--- src/rtl/irfd_pkg.sv ---
package irfd_pkg;

  // field widths
  localparam int DUR_W     = 20;
  localparam int FRAME_BITS = 32;
  localparam int CNT_W     = 6;
  localparam int BYTE_W    = 8;
  localparam int CFG_IDX_W = 3;

  // item kinds
  localparam logic [1:0] REQ_RISE    = 2'd0;
  localparam logic [1:0] REQ_FALL    = 2'd1;
  localparam logic [1:0] REQ_TIMEOUT = 2'd2;

  // register indexes
  localparam logic [CFG_IDX_W-1:0] CFG_HDR_MARK   = 3'd0;
  localparam logic [CFG_IDX_W-1:0] CFG_HDR_DATA   = 3'd1;
  localparam logic [CFG_IDX_W-1:0] CFG_HDR_REPEAT = 3'd2;
  localparam logic [CFG_IDX_W-1:0] CFG_ONE_SPACE  = 3'd3;
  localparam logic [CFG_IDX_W-1:0] CFG_ZERO_SPACE = 3'd4;
  localparam logic [CFG_IDX_W-1:0] CFG_TOLERANCE  = 3'd5;

  // register reset values
  localparam logic [DUR_W-1:0] RST_HDR_MARK   = 20'd2812;
  localparam logic [DUR_W-1:0] RST_HDR_DATA   = 20'd1406;
  localparam logic [DUR_W-1:0] RST_HDR_REPEAT = 20'd703;
  localparam logic [DUR_W-1:0] RST_ONE_SPACE  = 20'd528;
  localparam logic [DUR_W-1:0] RST_ZERO_SPACE = 20'd175;
  localparam logic [DUR_W-1:0] RST_TOLERANCE  = 20'd100;

  // frame byte masks
  localparam logic [FRAME_BITS-1:0] MASK_ADDR     = 32'h0000_00FF;
  localparam logic [FRAME_BITS-1:0] MASK_ADDR_INV = 32'h0000_FF00;
  localparam logic [FRAME_BITS-1:0] MASK_CMD      = 32'h00FF_0000;
  localparam logic [FRAME_BITS-1:0] MASK_CMD_INV  = 32'hFF00_0000;

  typedef struct packed {
    logic [1:0]       req_type;
    logic [DUR_W-1:0] duration;
  } in_item_t;

  typedef struct packed {
    logic              key_held;
    logic [BYTE_W-1:0] key_address;
    logic [BYTE_W-1:0] key_command;
    logic              frame_done;
    logic              frame_error;
  } out_item_t;

  typedef struct packed {
    logic [DUR_W-1:0] header_mark_len;
    logic [DUR_W-1:0] header_data_space;
    logic [DUR_W-1:0] header_repeat_space;
    logic [DUR_W-1:0] one_space_len;
    logic [DUR_W-1:0] zero_space_len;
    logic [DUR_W-1:0] tolerance;
  } cfg_t;

endpackage

--- src/rtl/irfd_window.sv ---
module irfd_window (
  input  logic [irfd_pkg::DUR_W-1:0] value,
  input  logic [irfd_pkg::DUR_W-1:0] nominal,
  input  logic [irfd_pkg::DUR_W-1:0] tolerance,
  output logic                       hit
);

  logic [irfd_pkg::DUR_W-1:0] lo;
  logic [irfd_pkg::DUR_W:0]   hi;

  // lower bound saturates at zero, upper bound keeps its carry
  always_comb begin
    lo  = (nominal >= tolerance) ? (nominal - tolerance) : '0;
    hi  = {1'b0, nominal} + {1'b0, tolerance};
    hit = (value >= lo) && ({1'b0, value} <= hi);
  end

endmodule

--- src/rtl/irfd_core.sv ---
module irfd_core (
  input  logic                clk,
  input  logic                rst,
  input  logic                step,
  input  irfd_pkg::in_item_t  item,
  input  irfd_pkg::cfg_t      cfg,
  output irfd_pkg::out_item_t result
);

  typedef enum logic [2:0] {
    PH_WAIT = 3'b001,
    PH_DATA = 3'b010,
    PH_END  = 3'b100
  } phase_t;

  phase_t                              phase, phase_next;
  logic                                first_edge_pending, first_edge_pending_next;
  logic [irfd_pkg::DUR_W-1:0]          mark_length, mark_length_next;
  logic [irfd_pkg::CNT_W-1:0]          bit_count, bit_count_next;
  logic [irfd_pkg::FRAME_BITS-1:0]     shift_word, shift_word_next;
  logic                                held_flag, held_flag_next;
  logic [irfd_pkg::BYTE_W-1:0]         held_address, held_address_next;
  logic [irfd_pkg::BYTE_W-1:0]         held_command, held_command_next;

  logic                                mark_hdr, sp_data, sp_repeat, sp_one, sp_zero;
  logic                                done, err;
  logic [irfd_pkg::CNT_W-1:0]          cnt_inc;
  logic [irfd_pkg::FRAME_BITS-1:0]     word_upd;
  logic [irfd_pkg::BYTE_W-1:0]         addr, addr_inv, cmd, cmd_inv;

  // tolerance windows
  irfd_window u_win_mark (
    .value(mark_length), .nominal(cfg.header_mark_len), .tolerance(cfg.tolerance),
    .hit(mark_hdr)
  );
  irfd_window u_win_data (
    .value(item.duration), .nominal(cfg.header_data_space), .tolerance(cfg.tolerance),
    .hit(sp_data)
  );
  irfd_window u_win_repeat (
    .value(item.duration), .nominal(cfg.header_repeat_space), .tolerance(cfg.tolerance),
    .hit(sp_repeat)
  );
  irfd_window u_win_one (
    .value(item.duration), .nominal(cfg.one_space_len), .tolerance(cfg.tolerance),
    .hit(sp_one)
  );
  irfd_window u_win_zero (
    .value(item.duration), .nominal(cfg.zero_space_len), .tolerance(cfg.tolerance),
    .hit(sp_zero)
  );

  // data bit shift and frame bytes
  always_comb begin
    cnt_inc  = bit_count + irfd_pkg::CNT_W'(1);
    word_upd = sp_one ? (shift_word | (irfd_pkg::FRAME_BITS'(1) << bit_count[4:0]))
                      : shift_word;
    addr     = irfd_pkg::BYTE_W'(word_upd & irfd_pkg::MASK_ADDR);
    addr_inv = ~irfd_pkg::BYTE_W'((word_upd & irfd_pkg::MASK_ADDR_INV) >> 8);
    cmd      = irfd_pkg::BYTE_W'((word_upd & irfd_pkg::MASK_CMD) >> 16);
    cmd_inv  = ~irfd_pkg::BYTE_W'((word_upd & irfd_pkg::MASK_CMD_INV) >> 24);
  end

  // next state for one transaction
  always_comb begin
    phase_next              = phase;
    first_edge_pending_next = first_edge_pending;
    mark_length_next        = mark_length;
    bit_count_next          = bit_count;
    shift_word_next         = shift_word;
    held_flag_next          = held_flag;
    held_address_next       = held_address;
    held_command_next       = held_command;
    done                    = 1'b0;
    err                     = 1'b0;
    unique case (item.req_type)
      irfd_pkg::REQ_RISE: begin
        mark_length_next = item.duration;
      end
      irfd_pkg::REQ_FALL: begin
        if (first_edge_pending) begin
          first_edge_pending_next = 1'b0;
        end else begin
          unique case (phase)
            PH_WAIT: begin
              if (mark_hdr) begin
                if (sp_data) begin
                  held_flag_next = 1'b0;
                  phase_next     = PH_DATA;
                end
                if (sp_repeat) begin
                  phase_next = PH_END;
                end
                bit_count_next  = '0;
                shift_word_next = '0;
              end
            end
            PH_DATA: begin
              phase_next      = (sp_one || sp_zero) ? PH_DATA : PH_WAIT;
              shift_word_next = word_upd;
              bit_count_next  = cnt_inc;
              if (cnt_inc == irfd_pkg::CNT_W'(irfd_pkg::FRAME_BITS)) begin
                if ((addr != addr_inv) || (cmd != cmd_inv)) begin
                  held_flag_next = 1'b0;
                  phase_next     = PH_WAIT;
                  err            = 1'b1;
                end else begin
                  held_address_next = addr;
                  held_command_next = cmd;
                  held_flag_next    = 1'b1;
                  phase_next        = PH_END;
                  done              = 1'b1;
                end
              end
            end
            default: begin
              phase_next = PH_WAIT;
            end
          endcase
        end
      end
      irfd_pkg::REQ_TIMEOUT: begin
        held_flag_next = 1'b0;
        phase_next     = PH_WAIT;
      end
      default: begin
      end
    endcase
  end

  // result of this transaction
  always_comb begin
    result.key_held    = held_flag_next;
    result.key_address = held_address_next;
    result.key_command = held_command_next;
    result.frame_done  = done;
    result.frame_error = err;
  end

  // decoder state
  always_ff @(posedge clk) begin
    if (rst) begin
      phase              <= PH_WAIT;
      first_edge_pending <= 1'b1;
      mark_length        <= '0;
      bit_count          <= '0;
      shift_word         <= '0;
      held_flag          <= 1'b0;
      held_address       <= '0;
      held_command       <= '0;
    end else if (step) begin
      phase              <= phase_next;
      first_edge_pending <= first_edge_pending_next;
      mark_length        <= mark_length_next;
      bit_count          <= bit_count_next;
      shift_word         <= shift_word_next;
      held_flag          <= held_flag_next;
      held_address       <= held_address_next;
      held_command       <= held_command_next;
    end
  end

endmodule

--- src/rtl/ir_remote_frame_decoder.sv ---
// NEC-style infrared frame decoder fed by edge events (rising edge, falling
// edge, timeout, each with its tick count). One result per transaction. The
// block takes one transaction every clock cycle while the result is not
// stalled; each transaction passes from the input register through the
// decode logic into the result register. The decode of a transaction (window
// compares, bit shift, inverse check) is combinational logic between the two
// registers. A stalled result holds the input register, so at most two
// transactions are in flight. The user must write the timing registers through
// cfg_wr_en/cfg_index/cfg_data only while the block is idle; the block itself
// does not enforce this. Indexes beyond the register list are ignored.
module ir_remote_frame_decoder (
  input  logic                               clk,
  input  logic                               rst,
  input  logic                               in_valid,
  output logic                               in_stall,
  input  irfd_pkg::in_item_t                 in_data,
  output logic                               out_valid,
  input  logic                               out_stall,
  output irfd_pkg::out_item_t                out_data,
  input  logic                               cfg_wr_en,
  input  logic [irfd_pkg::CFG_IDX_W-1:0]     cfg_index,
  input  logic [irfd_pkg::DUR_W-1:0]         cfg_data
);

  irfd_pkg::cfg_t      cfg;
  irfd_pkg::in_item_t  item;
  irfd_pkg::out_item_t result;
  logic                item_valid;
  logic                advance;
  logic                step;

  // pipeline moves when the result register is free or being drained
  assign advance  = !out_valid || !out_stall;
  assign in_stall = item_valid && !advance;
  assign step     = item_valid && advance;

  // configuration registers
  always_ff @(posedge clk) begin
    if (rst) begin
      cfg.header_mark_len     <= irfd_pkg::RST_HDR_MARK;
      cfg.header_data_space   <= irfd_pkg::RST_HDR_DATA;
      cfg.header_repeat_space <= irfd_pkg::RST_HDR_REPEAT;
      cfg.one_space_len       <= irfd_pkg::RST_ONE_SPACE;
      cfg.zero_space_len      <= irfd_pkg::RST_ZERO_SPACE;
      cfg.tolerance           <= irfd_pkg::RST_TOLERANCE;
    end else if (cfg_wr_en) begin
      unique case (cfg_index)
        irfd_pkg::CFG_HDR_MARK:   cfg.header_mark_len     <= cfg_data;
        irfd_pkg::CFG_HDR_DATA:   cfg.header_data_space   <= cfg_data;
        irfd_pkg::CFG_HDR_REPEAT: cfg.header_repeat_space <= cfg_data;
        irfd_pkg::CFG_ONE_SPACE:  cfg.one_space_len       <= cfg_data;
        irfd_pkg::CFG_ZERO_SPACE: cfg.zero_space_len      <= cfg_data;
        irfd_pkg::CFG_TOLERANCE:  cfg.tolerance           <= cfg_data;
        default: begin
        end
      endcase
    end
  end

  // input register
  always_ff @(posedge clk) begin
    if (rst) begin
      item_valid <= 1'b0;
    end else if (!in_stall) begin
      item_valid <= in_valid;
    end
  end

  always_ff @(posedge clk) begin
    if (in_valid && !in_stall) begin
      item <= in_data;
    end
  end

  irfd_core u_core (
    .clk   (clk),
    .rst   (rst),
    .step  (step),
    .item  (item),
    .cfg   (cfg),
    .result(result)
  );

  // result register
  always_ff @(posedge clk) begin
    if (rst) begin
      out_valid <= 1'b0;
    end else if (advance) begin
      out_valid <= item_valid;
    end
  end

  always_ff @(posedge clk) begin
    if (step) begin
      out_data <= result;
    end
  end

endmodule

--- config.mk ---
export PLATFORM = sky130hd
export DESIGN_NAME = ir_remote_frame_decoder
export DESIGN_NICKNAME = d
export VERILOG_FILES = /design/src/rtl/irfd_pkg.sv /design/src/rtl/irfd_window.sv /design/src/rtl/irfd_core.sv /design/src/rtl/ir_remote_frame_decoder.sv
export SDC_FILE = /design/constraint.sdc
export NUM_CORES = 1
export LEC_CHECK = 0
export BUFFER_PORTS_ARGS = -buffer_cell sky130_fd_sc_hd__buf_4
export CORE_ASPECT_RATIO = 0.5
export CORE_UTILIZATION = 50
export CTS_CLUSTER_DIAMETER = 100
export DETAILED_ROUTE_END_ITERATION = 16
export PLACE_DENSITY_LB_ADDON = 0.3
export SYNTH_ARGS = -nofsm -noshare
export SYNTH_HDL_FRONTEND = slang
export SYNTH_SLANG_ARGS = --single-unit
--- constraint.sdc ---
create_clock -name clk -period 6.6 [get_ports clk]
set_clock_uncertainty 0.1 [all_clocks]
set_input_delay 0.66 -clock clk [delete_from_list [all_inputs] [get_ports clk]]
set_output_delay 0.66 -clock clk [all_outputs]
set_load 0.01 [all_outputs]
==> results of run 1 <==
==> worst max-delay path: stages (launching register included) <==
cell,delay (ns)
dfxtp_1,0.37
clkinvlp_4,0.11
buf_12,0.15
buf_4,0.13
fa_1,0.48
a21o_1,0.18
a21oi_1,0.22
o21bai_1,0.10
a21oi_1,0.29
nor2_1,0.12
o41ai_2,0.36
o21ai_1,0.24
o21ai_0,0.26
a21oi_1,0.09
a211o_1,0.33
and2_1,0.22
ha_1,0.27
nand2b_1,0.14
a21o_1,0.17
a21o_1,0.16
a21o_1,0.17
a21oi_1,0.17
o21ai_0,0.25
a21oi_2,0.30
o21ai_0,0.16
o31a_1,0.30
a22o_1,0.24
a31oi_1,0.14
==> cell usage after synthesis, drive strengths merged, types with 8 or more instances <==
| cell | instances | area (µm²) |
|---|---|---|
| nand3 | 64 | 333 |
| a21oi | 324 | 1630 |
| nand4 | 45 | 282 |
| dfxtp | 201 | 4020 |
| fa | 10 | 200 |
| o21a | 25 | 188 |
| inv | 128 | 480 |
| o41ai | 8 | 70.1 |
| o21ai | 104 | 521 |
| o211ai | 14 | 105 |
| nor2b | 43 | 269 |
| xnor2 | 138 | 1210 |
| nand3b | 43 | 323 |
| nor2 | 217 | 822 |
| a31o | 10 | 87.6 |
| a21o | 79 | 593 |
| a2111oi | 10 | 106 |
| and3 | 14 | 87.6 |
| nor4 | 17 | 106 |
| nand2 | 442 | 1660 |
| o21bai | 44 | 330 |
| a31oi | 35 | 219 |
| o2111ai | 8 | 70.1 |
| a22oi | 10 | 75.1 |
| a211oi | 22 | 165 |
| o31ai | 9 | 67.6 |
| buf | 19 | 124 |
| xor2 | 27 | 236 |
| clkbuf | 140 | 526 |
| and2 | 20 | 125 |
| a211o | 12 | 105 |
| mux2 | 21 | 274 |
| edfxtp | 41 | 1230 |
| or3 | 23 | 149 |
| nand2b | 28 | 175 |
| nor3 | 78 | 410 |
| ha | 410 | 5130 |
| a41oi | 20 | 175 |
==> registers in the layout, summed over array words and instances (netlist names), 3 cells and up <==
name / flops
item: 22
u_core.shift_word: 32
u_core.bit_count: 6
cfg: 120
out_data: 19
u_core.held_command: 8
u_core.mark_length: 20
u_core.phase: 3
u_core.held_address: 8
==> through the flow <==
step                instances  TNS [ns]  worst slack [ns]
global placement         3622         0            0.0589
global route             3675   -0.0575           -0.0199
detailed placement       3622     -1.57            -0.107
CTS                      3672         0            0.0666
floorplan                3012         0            0.0478
finish                   3675         0             0.274
==> final cells by class <==
cell class | count | area, µm² | share of cell area [%]
sequential | 242 | 5260 | 20.2
clock buffer | 36 | 802 | 3.08
multi-input combinational | 2480 | 17400 | 66.7
clock inverter | 13 | 186 | 0.715
inverter | 131 | 500 | 1.92
tap | 627 | 785 | 3.01
timing repair buffer | 146 | 1150 | 4.41
==> cell families after synthesis <==
| logic type | count (synthesis) | share of synthesized area (%) |
|---|---|---|
| buf+inv | 290 | 4.85 |
| fa+ha+maj | 420 | 22.5 |
| flops | 242 | 22.2 |
| mux | 27 | 1.47 |
| compound gates | 803 | 21.7 |
| xor+xnor | 165 | 6.11 |
| simple gates | 1065 | 21.1 |
==> placed cells by master, fill, tap and decap left out, types with 11 or more instances in the layout <==
master / Yosys / final
o21ai_0: 99 / 94
o21bai_1: 44 / 44
a211o_1: 12 / 12
nand4_1: 45 / 45
clkbuf_16: 0 / 29
o21a_1: 25 / 24
mux2_2: 11 / 11
xnor2_1: 138 / 138
nor2b_1: 43 / 42
o211ai_1: 14 / 14
ha_1: 410 / 408
edfxtp_1: 41 / 41
a21o_1: 79 / 79
xor2_1: 27 / 27
nand2b_1: 28 / 28
inv_1: 128 / 127
nand3b_1: 43 / 43
nor4_1: 17 / 16
nand2_1: 442 / 442
a41oi_1: 20 / 20
buf_4: 1 / 141
a31oi_1: 35 / 34
and3_1: 14 / 14
nor3_1: 74 / 73
or3_1: 22 / 22
nor2_1: 216 / 216
dfxtp_1: 201 / 200
a211oi_1: 22 / 21
and2_1: 18 / 17
nand3_1: 63 / 62
a21oi_1: 323 / 319
==> metal layers <==
| layer | wire length, µm | part of all wire, % |
|---|---|---|
| met5 | 0 | 0 |
| met4 | 3610 | 4.3 |
| met1 | 35700 | 43 |
| met3 | 8720 | 10 |
| met2 | 35300 | 42 |
==> power groups by stage <==
stage          Combinational (mW)  Clock [mW]  Sequential [mW]
3_5_place_dp                 1.32           0             1.62
3_3_place_gp                 1.29           0             1.62
6_report                     1.38        1.74             1.58
4_1_cts                      1.33        1.75             1.58
2_1_floorplan               0.922           0             1.61
5_1_grt                      1.52        1.81             1.59
==> timing repair <==
item,in CTS,in global routing
pin swaps,1,2
gates resized for setup,2,39
buffers inserted,1,3
endpoints found under the setup margin,17,77
==> worst paths after layout <==
check,start,to,slack [ns],depth (start not counted)
worst max-delay path,cfg[1],u_core.phase[0],0.27,27
worst min-delay path,in_data[1],item[1],0.15,1
worst max register to register,cfg[1],u_core.phase[0],0.27,27
worst min register to register,u_core.mark_length[0],u_core.mark_length[0],0.36,2
==> metrics.md, run 1 <==
| Metric | Value |
|---|---|
| Synthesized area | approximately 0.024 mm² |
| First-pass GRT wire length | 126,000 µm |
| Met3 Use GR | 7.19% |
| Pwr per Cell Area | 180 mW/mm² |
| Vias in the first global route | 21,400 |
| Max-Cap Viols | 0 |
| Status | complete, no violations |
| Worst-path clk slew | 0.07 ns |
| Initial antenna violation count | 0 |
| Die Wd | 310 µm |
| Synth Net Count | 3,482 |
| Routed Antenna Nets | 0 |
| Post-layout min period | approximately 6.3 ns |
| Critical path peak fanout | 7 |
| Grt total ovfl | 0 |
| Net switching power | 1.59 mW |
| Worst Path Required | 7.00 ns |
| Crit path DAT | about 6.7 ns |
| Post-route design area | 0.0261 mm² |
| Fmax | around 160 MHz |
| Die height | 156 µm |
| Final Hold Viols | 0 |
| Avg Inst Size Synth | 7.85 µm² |
| Post-layout nets | about 3,500 |
| All-layer global routing usage | 33.9% |
| Yosys reg bits | 242 |
| DR DRC count | 0 |
| Initial core utilization | 51.5% |
| Top FF cell, synth | dfxtp_1 |
| Crit Path Category | flip-flop to flip-flop |
| Hold_buf cts | 0 |
| Skew-Pair Late Insertion Delay | 0.59 ns |
| Clock share of power | 37.0% |
| GR Util met2 | 52.7% |
| Cell-internal power | 3.11 mW |
| RSZ-0062 raised after global routing | true |
| Initial drt markers | 2,329 |
| Dpl cell area | around 0.025 mm² |
| Number of flops mapped to enable cells by yosys | 41 |
| Num CTS Buffers | 27 |
| Final core utilization | 56.8% |
| H-tree levels | 1 |
| Die area | 0.0482 mm² |
| Max-slew violation count | 0 |
| DR WL/cell | 22.7 µm |
| Via count | about 23,000 |
| Clk sinks | 242 |
| CP Launch Type | flip-flop |
| Total Power | 4.70 mW |
| Core area | 0.0459 mm² |
| Filler cells | 4,297 |
| Max clock buf depth | 3 |
| Post-synth ARST share | 0% |
| Switching Share | 33.8% |
| Ant. Diodes | 0 |
| Final GP Congestion | 1.01 |
| Ports | 71 |
| Synth Instances | around 3,000 |
| Area growth, synth to finish | 10.3% |
| IO buf count | 70 |
| Dpl hpwl | 64,100 µm |
| Num rows | 55 |
| CP Capture Type | flip-flop |
| Busiest metal layer after global routing | met2 |
| Vias per cell | 6.26 |
| Relative max-transition margin | about 22% |
| Synth cell types | 90 |
| Peak supply drop | between 0.00015 and 0.0002 V |
| Pre-Repair DR Iteration Count | 7 |
| Largest net degree at the start of global routing | 66 |
| Reg power frac | 33.7% |
| Hold Crit Class | input pin to flip-flop |
| CTS tree | done |
| Period utilization | 95.8% |
| Hold WS | 0.146 ns |
| Least-Margin Pin Slew | 1.17 ns |
| Share of cells above drive strength 1 | 9.25% |
| YS warnings | 0 |
| Leakage | approximately 11 nW |
| Logic pwr share | 29.3% |
| Post-synthesis sequential area ratio | 22.2% |
| Root buffer cell | clkbuf_16 |
| Final setup vio count | 0 |
| Routed WL | 83,300 µm |
| Met1 Usage GRT | 46.1% |
Note: power is estimated with default switching activity, not from simulation.
==> run 2, diff against run 1 <==
PLACE_DENSITY = 0.75   (was unset)
PLACE_DENSITY_LB_ADDON = unset   (was 0.3)
==> metrics.md, run 2 (synthesized netlist as in run 1, its figures left out) <==
| Metric | Value |
|---|---|
| CP Capture Type | flip-flop (unchanged) |
| Clk sinks | 242 (unchanged) |
| CP Launch Type | flip-flop (unchanged) |
| Vias in the first global route | 21,400 (about the same) |
| Num rows | 55 (unchanged) |
| Die area | 0.0482 mm² (unchanged) |
| Leakage | 11.1 nW (about the same) |
| Hold WS | 0.136 ns (was 0.146 ns) |
| Most flop-heavy register | cfg (unchanged) |
| Ports | 71 (unchanged) |
| Relative max-transition margin | 24.4% (was 22.1%) |
| Root buffer cell | clkbuf_16 (unchanged) |
| Worst Path Required | 6.86 ns (was 7.00 ns) |
| Cell Chain, Critical Path | inv_1 -> ha_1 -> buf_4 -> a21oi_1 -> o21bai_1 -> a21oi_2 -> o2111ai_1 -> a31oi_1 -> a21oi_1 -> nor2b_1 -> xnor2_1 -> ha_1 -> nand4_1 -> or4_4 -> nor4_4 -> or4_1 -> a31oi_1 -> o21a_2 -> nor3_2 -> mux2i_2 -> nand4bb_1 -> or4b_2 -> and2_1 |
| Peak supply drop | 0.000165 V (was 0.000199 V) |
| Pre-Repair DR Iteration Count | 6 (was 7) |
| Final GP Congestion | 1.03 (was 1.01) |
| Core area | 0.0459 mm² (unchanged) |
| Status | complete, no violations (unchanged) |
| Pwr per Cell Area | 174 mW/mm² (was 180 mW/mm²) |
| Hold_buf cts | 0 (unchanged) |
| DR DRC count | 0 (unchanged) |
| Vias per cell | 6.24 (was 6.26) |
| DR WL/cell | 22.2 µm (was 22.7 µm) |
| Least-Margin Pin Slew | 1.13 ns (was 1.17 ns) |
| CTS tree | done (unchanged) |
| Die height | 156 µm (unchanged) |
| Worst r2r path cells | 23 (was 27) |
| Num CTS Buffers | 25 (was 27) |
| PnR worst setup slack | 0.288 ns (was 0.274 ns) |
| Metal3 WL | 7930 µm (was 8720 µm) |
| Setup crit start | cfg[2] (was cfg[1]) |
| Largest net degree at the start of global routing | 138 (was 66) |
| Crit Path Category | flip-flop to flip-flop (unchanged) |
| Share of cells above drive strength 1 | 9.05% (was 9.25%) |
| Max-Cap Viols | 0 (unchanged) |
| Cell-internal power | 2.95 mW (was 3.11 mW) |
| R2R setup slack | 0.29 ns (was 0.27 ns) |
| Switching Share | 34.7% (was 33.8%) |
| Worst-path clk slew | 0.08 ns (was 0.07 ns) |
| Initial core utilization | 51.5% (unchanged) |
| Worst r2r src | cfg[2] (was cfg[1]) |
| Crit path DAT | 6.58 ns (was 6.73 ns) |
| Slowest stage delay, CP | 0.67 ns (was 0.48 ns) |
| Max-slew violation count | 0 (unchanged) |
| Initial antenna violation count | 2 (was 0) |
| Max clock buf depth | 3 (unchanged) |
| Dpl hpwl | 63,000 µm (was 64,100 µm) |
| Critical path peak fanout | 11 (was 7) |
| Final Hold Viols | 0 (unchanged) |
| Logic pwr share | 30.1% (was 29.3%) |
| Max Used Layer | met4 (unchanged) |
| Grt total ovfl | 0 (unchanged) |
| Routed WL | 81,600 µm (was 83,300 µm) |
| Initial drt markers | 2,407 (was 2,329) |
| M1 wire length | 34,700 µm (was 35,700 µm) |
| Area growth, synth to finish | 9.65% (was 10.3%) |
| Clock share of power | 34.7% (was 37.0%) |
| Net switching power | 1.57 mW (was 1.59 mW) |
| Period utilization | 95.6% (was 95.8%) |
| Commonest non-fill, non-tap cells in the layout | nand2_1, ha_1, a21oi_1 (unchanged) |
| IO buf count | 70 (unchanged) |
| Leading registers by flop count | cfg (120), u_core.shift_word (32), item (22) (unchanged) |
| Hold Crit Class | input pin to flip-flop (unchanged) |
| Slowest cell on the critical path | or4b_2 (was fa_1) |
| Worst setup path endpoint | out_data[0] (was u_core.phase[0]) |
| Final setup vio count | 0 (unchanged) |
| Post-layout min period | 6.31 ns (was 6.33 ns) |
| Hold path start | in_data[21] (was in_data[1]) |
| Worst r2r dst | out_data[0] (was u_core.phase[0]) |
| Routed Antenna Nets | 0 (unchanged) |
| Post-layout nets | 3,490 (was 3,498) |
| Skew-Pair Late Insertion Delay | 0.60 ns (was 0.59 ns) |
| Hold depth | 1 (unchanged) |
| All-layer global routing usage | 33.2% (was 33.9%) |
| Max FFs per register | 120 (unchanged) |
| First-pass GRT wire length | 123,000 µm (was 126,000 µm) |
| Setup WS pre-CTS | -0.207 ns (was -0.107 ns) |
| H-tree levels | 1 (unchanged) |
| Most common cell after layout, fill and taps aside | nand2_1 (unchanged) |
| Die Wd | 310 µm (unchanged) |
| Met2 routed WL | 35,300 µm (about the same) |
| Reg power frac | 35.2% (was 33.7%) |
| Fmax | 158 MHz (about the same) |
| Via count | 22,900 (was 23,000) |
run 2: power by group through the flow:
stage	clock network, mW	registers, mW	logic (mW)
final	1.57	1.59	1.36
after detailed placement	0	1.62	1.31
after global routing	1.63	1.60	1.50
after global placement	0	1.62	1.28
after floorplan	0	1.61	0.922
after CTS	1.58	1.59	1.32
run 2: worst max-delay path, delay by kind of cell, from the launching register on:
family / cells / cell delay (ns)
flip-flops: 1 / 0.31
AND/OR/NAND/NOR: 9 / 2.75
multiplexers: 1 / 0.31
buffers and inverters: 2 / 0.42
AO/OA/AOI/OAI: 8 / 1.45
adder cells (fa/ha/maj): 2 / 0.62
XOR/XNOR: 1 / 0.13
run 2: repair_timing:
item / in CTS / in global routing
gates cloned: 0 / 0
setup buffers: 1 / 1
endpoints found under the hold margin: 0 / 0
endpoints found under the setup margin: 27 / 77
resized for setup: 3 / 35
pin swaps: 1 / 3
run 2: how the worst min path moves through the flow:
| stage | slack (ns) | end |
|---|---|---|
| 2_1_floorplan | 0.34 | u_core.mark_length[0] |
| 3_3_place_gp | 0.34 | u_core.mark_length[0] |
| 3_5_place_dp | 0.36 | u_core.mark_length[0] |
| 4_1_cts | 0.12 | item[14] |
| 5_1_grt | 0.13 | item[21] |
| 6_report | 0.14 | item[21] |
run 2: area by class of cell:
type,instances,area (µm²)
clock inverters,16,171
multi-input cells,2480,17400
well taps,627,785
repair buffers,140,1110
clock buffers,30,706
diodes,2,5.00
fillers,4298,20000
inverters,131,497
flip-flops and latches,242,5260
run 2: routing by layer:
layer | vias up | GRT usage [%]
met5 | - | 0
met4 | 0 | 13.1
met3 | 243 | 6.29
met2 | 1029 | 52.7
met1 | 10900 | 44.3
li1 | 10700 | -
run 2: metrics by stage:
stage                     power, mW  utilization (%)  cells  area, µm²  TNS [ns]
after global placement         2.90             54.2   3618      24900     -5.10
final                          4.52             56.5   3668      25900         0
after floorplan                2.53                -   3012      23600         0
after detailed placement       2.93             54.2   3618      24900     -3.37
after CTS                      4.49             56.2   3665      25800         0
after global routing           4.73             56.5   3666      25900    -0.573
